--- config.mk ---
export PLATFORM = sky130hd
export DESIGN_NAME = pip_edge_eval
export DESIGN_NICKNAME = d
export VERILOG_FILES = /design/src/design/pip_pkg.sv /design/src/design/pip_edge_eval.sv
export SDC_FILE = /design/constraint.sdc
export NUM_CORES = 2
export LEC_CHECK = 0
export CORE_ASPECT_RATIO = 0.75
export CORE_MARGIN = 3
export CORE_UTILIZATION = 55
export DETAILED_ROUTE_END_ITERATION = 10
export DONT_BUFFER_PORTS = 1
export PLACE_DENSITY = 0.73
export SYNTH_ARGS = -nofsm -noshare
export SYNTH_HDL_FRONTEND = slang
export SYNTH_SLANG_ARGS = --single-unit
--- constraint.sdc ---
create_clock -name clock -period 9.6 [get_ports clock]
set_clock_uncertainty 0.2 [all_clocks]
set_input_delay 0.96 -clock clock [delete_from_list [all_inputs] [get_ports clock]]
set_output_delay 0.96 -clock clock [all_outputs]
set_load 0.1 [all_outputs]
--- src/design/pip_pkg.sv ---
// Shared types, constants and helper functions for the point-in-polygon test block.
package pip_pkg;

   // Signed width that holds any coordinate difference, including the ray end x
   localparam int DIFF_BITS  = 15;
   localparam int PROD_BITS  = 2 * DIFF_BITS;
   localparam int CROSS_BITS = PROD_BITS + 1;

   // Far end of the horizontal test ray
   localparam logic signed [DIFF_BITS-1:0] RAY_END_X = DIFF_BITS'(9999);

   // A polygon needs at least this many vertices
   localparam int MIN_POLY_VERTICES = 3;

   // Request function codes
   localparam logic FUNC_WRITE = 1'b0;
   localparam logic FUNC_QUERY = 1'b1;

   // Orientation of an ordered point triple
   typedef enum logic [1:0] {
      ORIENT_COL = 2'd0,
      ORIENT_POS = 2'd1,
      ORIENT_NEG = 2'd2
   } orient_type;

   // Per-edge verdict handed from the edge evaluator to the sequencer
   typedef struct packed {
      logic meet;
      logic collinear;
      logic in_box;
   } edge_res_type;

   // Orientation code from the sign of a cross product
   function automatic orient_type orient_of(input logic signed [CROSS_BITS-1:0] v);
      orient_type o;
      priority if (v == '0) begin
         o = ORIENT_COL;
      end else if (v[CROSS_BITS-1]) begin
         o = ORIENT_NEG;
      end else begin
         o = ORIENT_POS;
      end
      return o;
   endfunction

   // Orientation of (point, ray end, vertex): set by the vertex y against the ray y
   function automatic orient_type ray_side(input logic signed [DIFF_BITS-1:0] vy,
                                           input logic signed [DIFF_BITS-1:0] py);
      orient_type o;
      priority if (vy == py) begin
         o = ORIENT_COL;
      end else if (vy > py) begin
         o = ORIENT_NEG;
      end else begin
         o = ORIENT_POS;
      end
      return o;
   endfunction

endpackage

--- src/design/pip_edge_eval.sv ---
// Two-stage edge evaluator: tests one polygon edge against the horizontal ray per cycle.
module pip_edge_eval #(
   parameter int COORD_BITS = 13
) (
   input  logic                    clock,
   input  logic                    reset,
   input  logic                    in_valid,
   input  logic [COORD_BITS-1:0]   s1_x,
   input  logic [COORD_BITS-1:0]   s1_y,
   input  logic [COORD_BITS-1:0]   s2_x,
   input  logic [COORD_BITS-1:0]   s2_y,
   input  logic [COORD_BITS-1:0]   pt_x,
   input  logic [COORD_BITS-1:0]   pt_y,
   output logic                    out_valid,
   output pip_pkg::edge_res_type   out_res
);

   localparam int DB  = pip_pkg::DIFF_BITS;
   localparam int PB  = pip_pkg::PROD_BITS;
   localparam int CB  = pip_pkg::CROSS_BITS;
   localparam int PAD = DB - COORD_BITS;

   // Stage 1: differences and products
   logic signed [DB-1:0] e_s1y, e_s2x, e_s2y, e_s1x, e_px, e_py;
   logic signed [DB-1:0] dy_s, dx_s, dx_p, dx_r, dy_p;
   logic signed [PB-1:0] prod_a_in, prod_r_in, prod_b_in;
   logic signed [PB-1:0] prod_a_ff, prod_r_ff, prod_b_ff;
   pip_pkg::orient_type  d3_in, d4_in, d3_ff, d4_ff;
   logic                 t3_in, t4_in, box_in, t3_ff, t4_ff, box_ff;
   logic                 v1_ff;

   // Stage 2: cross products and verdict
   logic signed [CB-1:0]  cross_p, cross_r;
   pip_pkg::orient_type   d1, d2;
   pip_pkg::edge_res_type res_in;
   pip_pkg::edge_res_type res_ff;
   logic                  v2_ff;

   always_comb begin
      e_s1x = $signed({{PAD{1'b0}}, s1_x});
      e_s1y = $signed({{PAD{1'b0}}, s1_y});
      e_s2x = $signed({{PAD{1'b0}}, s2_x});
      e_s2y = $signed({{PAD{1'b0}}, s2_y});
      e_px  = $signed({{PAD{1'b0}}, pt_x});
      e_py  = $signed({{PAD{1'b0}}, pt_y});

      dy_s = e_s2y - e_s1y;
      dx_s = e_s2x - e_s1x;
      dx_p = e_px - e_s2x;
      dx_r = pip_pkg::RAY_END_X - e_s2x;
      dy_p = e_py - e_s2y;

      // Shared second term serves both the point and the ray end
      prod_a_in = PB'(dy_s) * PB'(dx_p);
      prod_r_in = PB'(dy_s) * PB'(dx_r);
      prod_b_in = PB'(dx_s) * PB'(dy_p);

      // Ray side of each vertex; the ray end lies right of every vertex
      d3_in  = pip_pkg::ray_side(e_s1y, e_py);
      d4_in  = pip_pkg::ray_side(e_s2y, e_py);
      t3_in  = (s1_y == pt_y) && (s1_x >= pt_x);
      t4_in  = (s2_y == pt_y) && (s2_x >= pt_x);

      // Point within the edge's bounding box
      box_in = (pt_x >= s1_x || pt_x >= s2_x) && (pt_x <= s1_x || pt_x <= s2_x) &&
               (pt_y >= s1_y || pt_y >= s2_y) && (pt_y <= s1_y || pt_y <= s2_y);
   end

   always_comb begin
      cross_p = CB'(prod_a_ff) - CB'(prod_b_ff);
      cross_r = CB'(prod_r_ff) - CB'(prod_b_ff);
      d1      = pip_pkg::orient_of(cross_p);
      d2      = pip_pkg::orient_of(cross_r);

      res_in.meet      = ((d1 != d2) && (d3_ff != d4_ff)) ||
                         ((d1 == pip_pkg::ORIENT_COL) && box_ff) || t3_ff || t4_ff;
      res_in.collinear = (d1 == pip_pkg::ORIENT_COL);
      res_in.in_box    = box_ff;
   end

   // Pipeline registers
   always_ff @(posedge clock) begin
      if (reset) begin
         v1_ff <= 1'b0;
         v2_ff <= 1'b0;
      end else begin
         v1_ff <= in_valid;
         v2_ff <= v1_ff;
      end
      prod_a_ff <= prod_a_in;
      prod_r_ff <= prod_r_in;
      prod_b_ff <= prod_b_in;
      d3_ff     <= d3_in;
      d4_ff     <= d4_in;
      t3_ff     <= t3_in;
      t4_ff     <= t4_in;
      box_ff    <= box_in;
      res_ff    <= res_in;
   end

   assign out_valid = v2_ff;
   assign out_res   = res_ff;

endmodule

# Word-level counts from Yosys, hierarchy flattened
# Cells that the tools add are included.
# Widths: inputs -> output; s select.
[word_totals]
output_inout_bits = 4
reg_bits = 97
input_bits = 81
word_cells = 64
[classes]
order_cmp = 12
mul = 3
n_addsub = 7
muxes = 6
n_eq_ne = 6
reduce_logical = 17
[op_table]
columns = ["op", "n"]
rows = [
  ["$ge 13x13->1", 6],
  ["$logic_not 31->1", 2],
  ["$mul 14x14->28", 2],
  ["$sub 13x13->14", 4],
  ["$eq 13x13->1", 4],
  ["$le 13x13->1", 4],
  ["$sub 29x28->30", 1],
  ["$mul 14x15->29", 1],
  ["$sub 28x28->29", 1],
  ["$gt 13x13->1", 2],
  ["$sub 14x13->15 const A", 1],
  ["$mux 2", 6],
  ["$logic_and 1x1->1", 7],
  ["$logic_or 1x1->1", 7],
  ["$ne 2x2->1", 2],
  ["$logic_not 2->1", 1],
]

# Longest topological paths before layout
[depth]
ltp_word = 8
mapped_depth = 39
mapped_depth_nobuf = 38

# Worst setup path after synthesis
# No wires, ideal clock.
[synth_timing]
path_type = "input port to flip-flop"
start = "in s1_x[1]"
end = "reg prod_b_ff[25]"
arrival_time_ps = 9068
path_buffers = 1
setup_time_ps = 134
t_required_ps = 9266
path_stages = 35
path_slack_ps = 198
cell_sequence = "inv_1 > ha_1 > nor2b_1 > o21ai_0 > a21boi_1 > o21ai_0 > nand2b_1 > a21o_1 > a21o_1 > a21o_1 > a21o_1 > a31oi_1 > o21a_1 > clkbuf_1 > nand2_1 > fa_1 > inv_1 > fa_1 > inv_1 > fa_1 > inv_1 > fa_1 > fa_1 > inv_1 > fa_1 > inv_1 > ha_1 > nand3_1 > a21oi_1 > o31a_1 > o21ai_1 > a2111oi_1 > o21ai_1 > nor4bb_1 > or4_1"
[synth_between]
elab_chain_len = 2
[synth_rtl]
columns = ["element", "line_no", "text"]
rows = [
  ["start: declaration", "pip_edge_eval.sv:8", "input logic [COORD_BITS-1:0] s1_x,"],
  ["$sub 13x13->14", "pip_edge_eval.sv:48", "dx_s = e_s2x - e_s1x;"],
  ["$mul 14x14->28", "pip_edge_eval.sv:56", "prod_b_in = PB'(dx_s) * PB'(dy_p);"],
  ["named net prod_b_in[25]", "pip_edge_eval.sv:26", "logic signed [PB-1:0] prod_a_in, prod_r_in, prod_b_in;"],
  ["end signal: assignment", "pip_edge_eval.sv:92", "prod_b_ff <= prod_b_in;"],
  ["end: declaration", "pip_edge_eval.sv:27", "logic signed [PB-1:0] prod_a_ff, prod_r_ff, prod_b_ff;"],
]
# The timed path passes the listed nets, and every way through them passes these cells.
# A chain may end at the register's enable or synchronous reset.

# Worst setup path in the final report
[layout_timing]
start = "in s1_y[1]"
end = "reg prod_a_ff[26]"
[layout_between]
elab_chain_len = 2
[layout_rtl]
columns = ["element", "line_no", "text"]
rows = [
  ["start: declaration", "pip_edge_eval.sv:9", "input logic [COORD_BITS-1:0] s1_y,"],
  ["$sub 13x13->14", "pip_edge_eval.sv:47", "dy_s = e_s2y - e_s1y;"],
  ["$mul 14x14->28", "pip_edge_eval.sv:54", "prod_a_in = PB'(dy_s) * PB'(dx_p);"],
  ["named net prod_a_in[26]", "pip_edge_eval.sv:26", ""],
  ["end signal: assignment", "pip_edge_eval.sv:90", "prod_a_ff <= prod_a_in;"],
  ["end: declaration", "pip_edge_eval.sv:27", ""],
]
# The timed path passes the listed nets, and every way through them passes these cells.

==> flow_summary.toml <==
[synth]
synth_compound_area_share_pct = 10.8
synthAdderAreaFrac_pct = 51.2
yosysSeqAreaShare_pct = 6.42
netlist_area_um2 = 30200
muxShareOfSynthArea_pct = 0.232
synthSimpleGateAreaFrac_pct = 15.5
ys_warn_count = 0
syn_avg_cell_area_um2 = 8.52
ys_async_sr_fraction_pct = 0
synthCells = 3549
synth-xor-area-share_pct = 5.39
synth.distinct_cells = 96
synthFlopType = "dfxtp_1"
synth_edf_count = 0
synth_top_family_by_area = "adder cells"
ys_seq_elements = 97
syn-num-nets = 4544

[die]
initial_core_util_pct = 56.3
die_area_um2 = 57800
die_w_um = 277
core_um2 = 53700
fp.dieH_um = 209
rows = 73
io_pins = 85

[worst_setup_path]
cpPeakStageDelay_ps = 570
crit_top_cell = "fa_1"
critPathArrivalTime_ps = 9190
worstSetupPathType = "in -> reg"
worstPathMaxFanout = 4
reg2regPathDepth = 14
required_ps = 9700
end_kind = "register"
startpoint_type = "input port"
worst_path_max_delay_cell = "fa_1"

[place]
io_buffer_count = 0
hpwl_mm = 79.7
place_congestion = 1.07

[drt]
wl_per_cell_um = 21.5
vias_per_cell = 5.73
ant_nets = 0
drt-total-wl_mm = 92.8
num_vias = 24700
first_iter_violations = 2314
drc = 0
firstDrtPassIters = 6

[grt]
antenna_found_initial = 2
grt_pass1_vias = 25300
grt_util_all_layers_pct = 32.8
globalRouteOverflowTotal = 0
grt_first_pass_wirelength_mm = 146
grt_start_max_net_pins = 23

[sta]
tns_ps = 0
worstMarginPinSlew_ps = 1110
hold_viol_final = 0
rsz0062_at_grt = "false"
min_period_ps = 9090
finalSetupViolations = 0
final.period_utilization_pct = 94.6
relSlewSlack_pct = 25.3
max_clock_freq_ghz = 0.110
slew_violations = 0

[cells_and_area]
finalNetCount = 4583
drive_above_1_share_pct = 5.40
areaGrowthSynthToFinish_pct = 6.15

[clock_tree]
numCtsBuffers = 9
clk_pin_slew_ps = 80
clock-sinks = 97
cts_tree = "done"
clk_latency_ps = 380
cts_buffer_depth = 2
cts_max_level = 3
root_buffer = "clkbuf_16"

[job]
drv_cap = 0

[worst_hold_path]
min_path_type = "reg -> reg"
whs_path_depth = 0

[outcome]
outcome = "finished, final reports clean"
## final timing paths
check | start | end | slack [ps]
worst min register to register | box_ff | out_res[0] | 190
worst min-delay path | box_ff | out_res[0] | 190
worst max register to register | prod_b_ff[1] | out_res[2] | 5170
worst max-delay path | s1_y[1] | prod_a_ff[26] | 510
## critical path: cells and delay by family
kind	cells	cell delay (ps)
buffers and inverters	6	440
XOR/XNOR	2	550
AND/OR/NAND/NOR	3	480
AO/OA/AOI/OAI	14	3130
adder cells (fa/ha/maj)	8	3620
## timing repair
action / CTS / global route
endpoints found under the setup margin: 0 / 6
hold buffers: 0 / 0
buffers inserted: 0 / 0
gates resized for setup: 0 / 7
## cell families (layout without fill, tap and decap cells)
| group | Yosys count | in the layout |
|---|---|---|
| xor+xnor | 186 | 186 |
| flops | 97 | 97 |
| other cells | 0 | 1 |
| compound gates | 486 | 486 |
| buf+inv | 827 | 871 |
| simple gates | 1032 | 1032 |
| fa+ha+maj | 914 | 914 |
| mux | 7 | 7 |
## registers in the layout, indices dropped and copies added (netlist names)
register and flops:
d3_ff 2, t4_ff 1, d4_ff 2, out_res 3, box_ff 1, out_valid 1, t3_ff 1, prod_a_ff 28
v1_ff 1, prod_b_ff 28, prod_r_ff 29
## layout by cell type, fill, tap and decap left out, types with 8 or more instances in the layout
master and instances:
o31ai_1 10, o2111ai_1 11, or2_2 20, nand2b_1 49, and2_1 46, nand3_1 35
or3_1 8, o21a_1 28, a21o_1 63, nor4_1 14, a21oi_1 122, a211oi_1 17
nand4_1 22, ha_1 374, nor2_1 329, fa_1 540, nand2_1 383, nor3_1 29
xor2_1 53, o21ai_0 74, buf_4 116, nor2b_1 46, xnor2_1 127, o21bai_1 20
dfxtp_1 97, clkbuf_16 9, a31oi_1 18, o21ai_1 17, and3_1 14, o211ai_1 17
inv_1 732
## layout make-up
| type | count | area [um2] |
|---|---|---|
| fill | 4798 | 21600 |
| clock buffer | 9 | 225 |
| tap | 712 | 891 |
| antenna | 1 | 2.50 |
| timing repair buffer | 120 | 951 |
| sequential | 97 | 1940 |
| inverter | 735 | 2760 |
| multi-input combinational | 2625 | 25200 |
| clock inverter | 7 | 93.8 |
## metrics by stage
step | util, % | hold slack, ps | area [um2] | setup WS [ps] | instances
global placement | 59.1 | 177 | 31700 | 252 | 4289
CTS | 59.7 | 189 | 32100 | 443 | 4305
detailed placement | 59.1 | 172 | 31700 | 59.5 | 4289
floorplan | - | 149 | 30200 | 198 | 3549
global route | 59.8 | 194 | 32100 | 46.5 | 4305
finish | 59.8 | 191 | 32100 | 514 | 4306
## synthesized netlist by cell type, types with 14 or more instances
cell type,count,area [um2]
nand3_1,35,175
nor4_1,14,87.6
o21bai_1,20,150
inv_1,732,2750
xnor2_1,129,1130
a31oi_1,20,125
xor2_1,57,499
nor2_1,330,1240
dfxtp_1,97,1940
clkbuf_1,80,300
nor3_1,29,145
fa_1,540,10800
o21a_1,28,210
a211oi_1,17,128
a21oi_1,123,616
or2_2,20,125
and2_1,46,288
o21ai_1,16,80.1
o211ai_1,17,128
o21ai_0,75,375
and3_1,14,87.6
ha_1,374,4680
nand4_1,22,138
nor2b_1,46,288
nand2b_1,49,307
a21o_1,63,473
nand2_1,383,1440
## metal layers
layer	GRT usage (%)	wire, um
met1	47.1	40600
met2	45.2	35600
met3	13.6	13500
met4	9.16	3030
met5	0	20
Power is left out: the tool's default activity adds up to more than one toggle a clock period on the data nets, which glitch-free logic cannot reach.
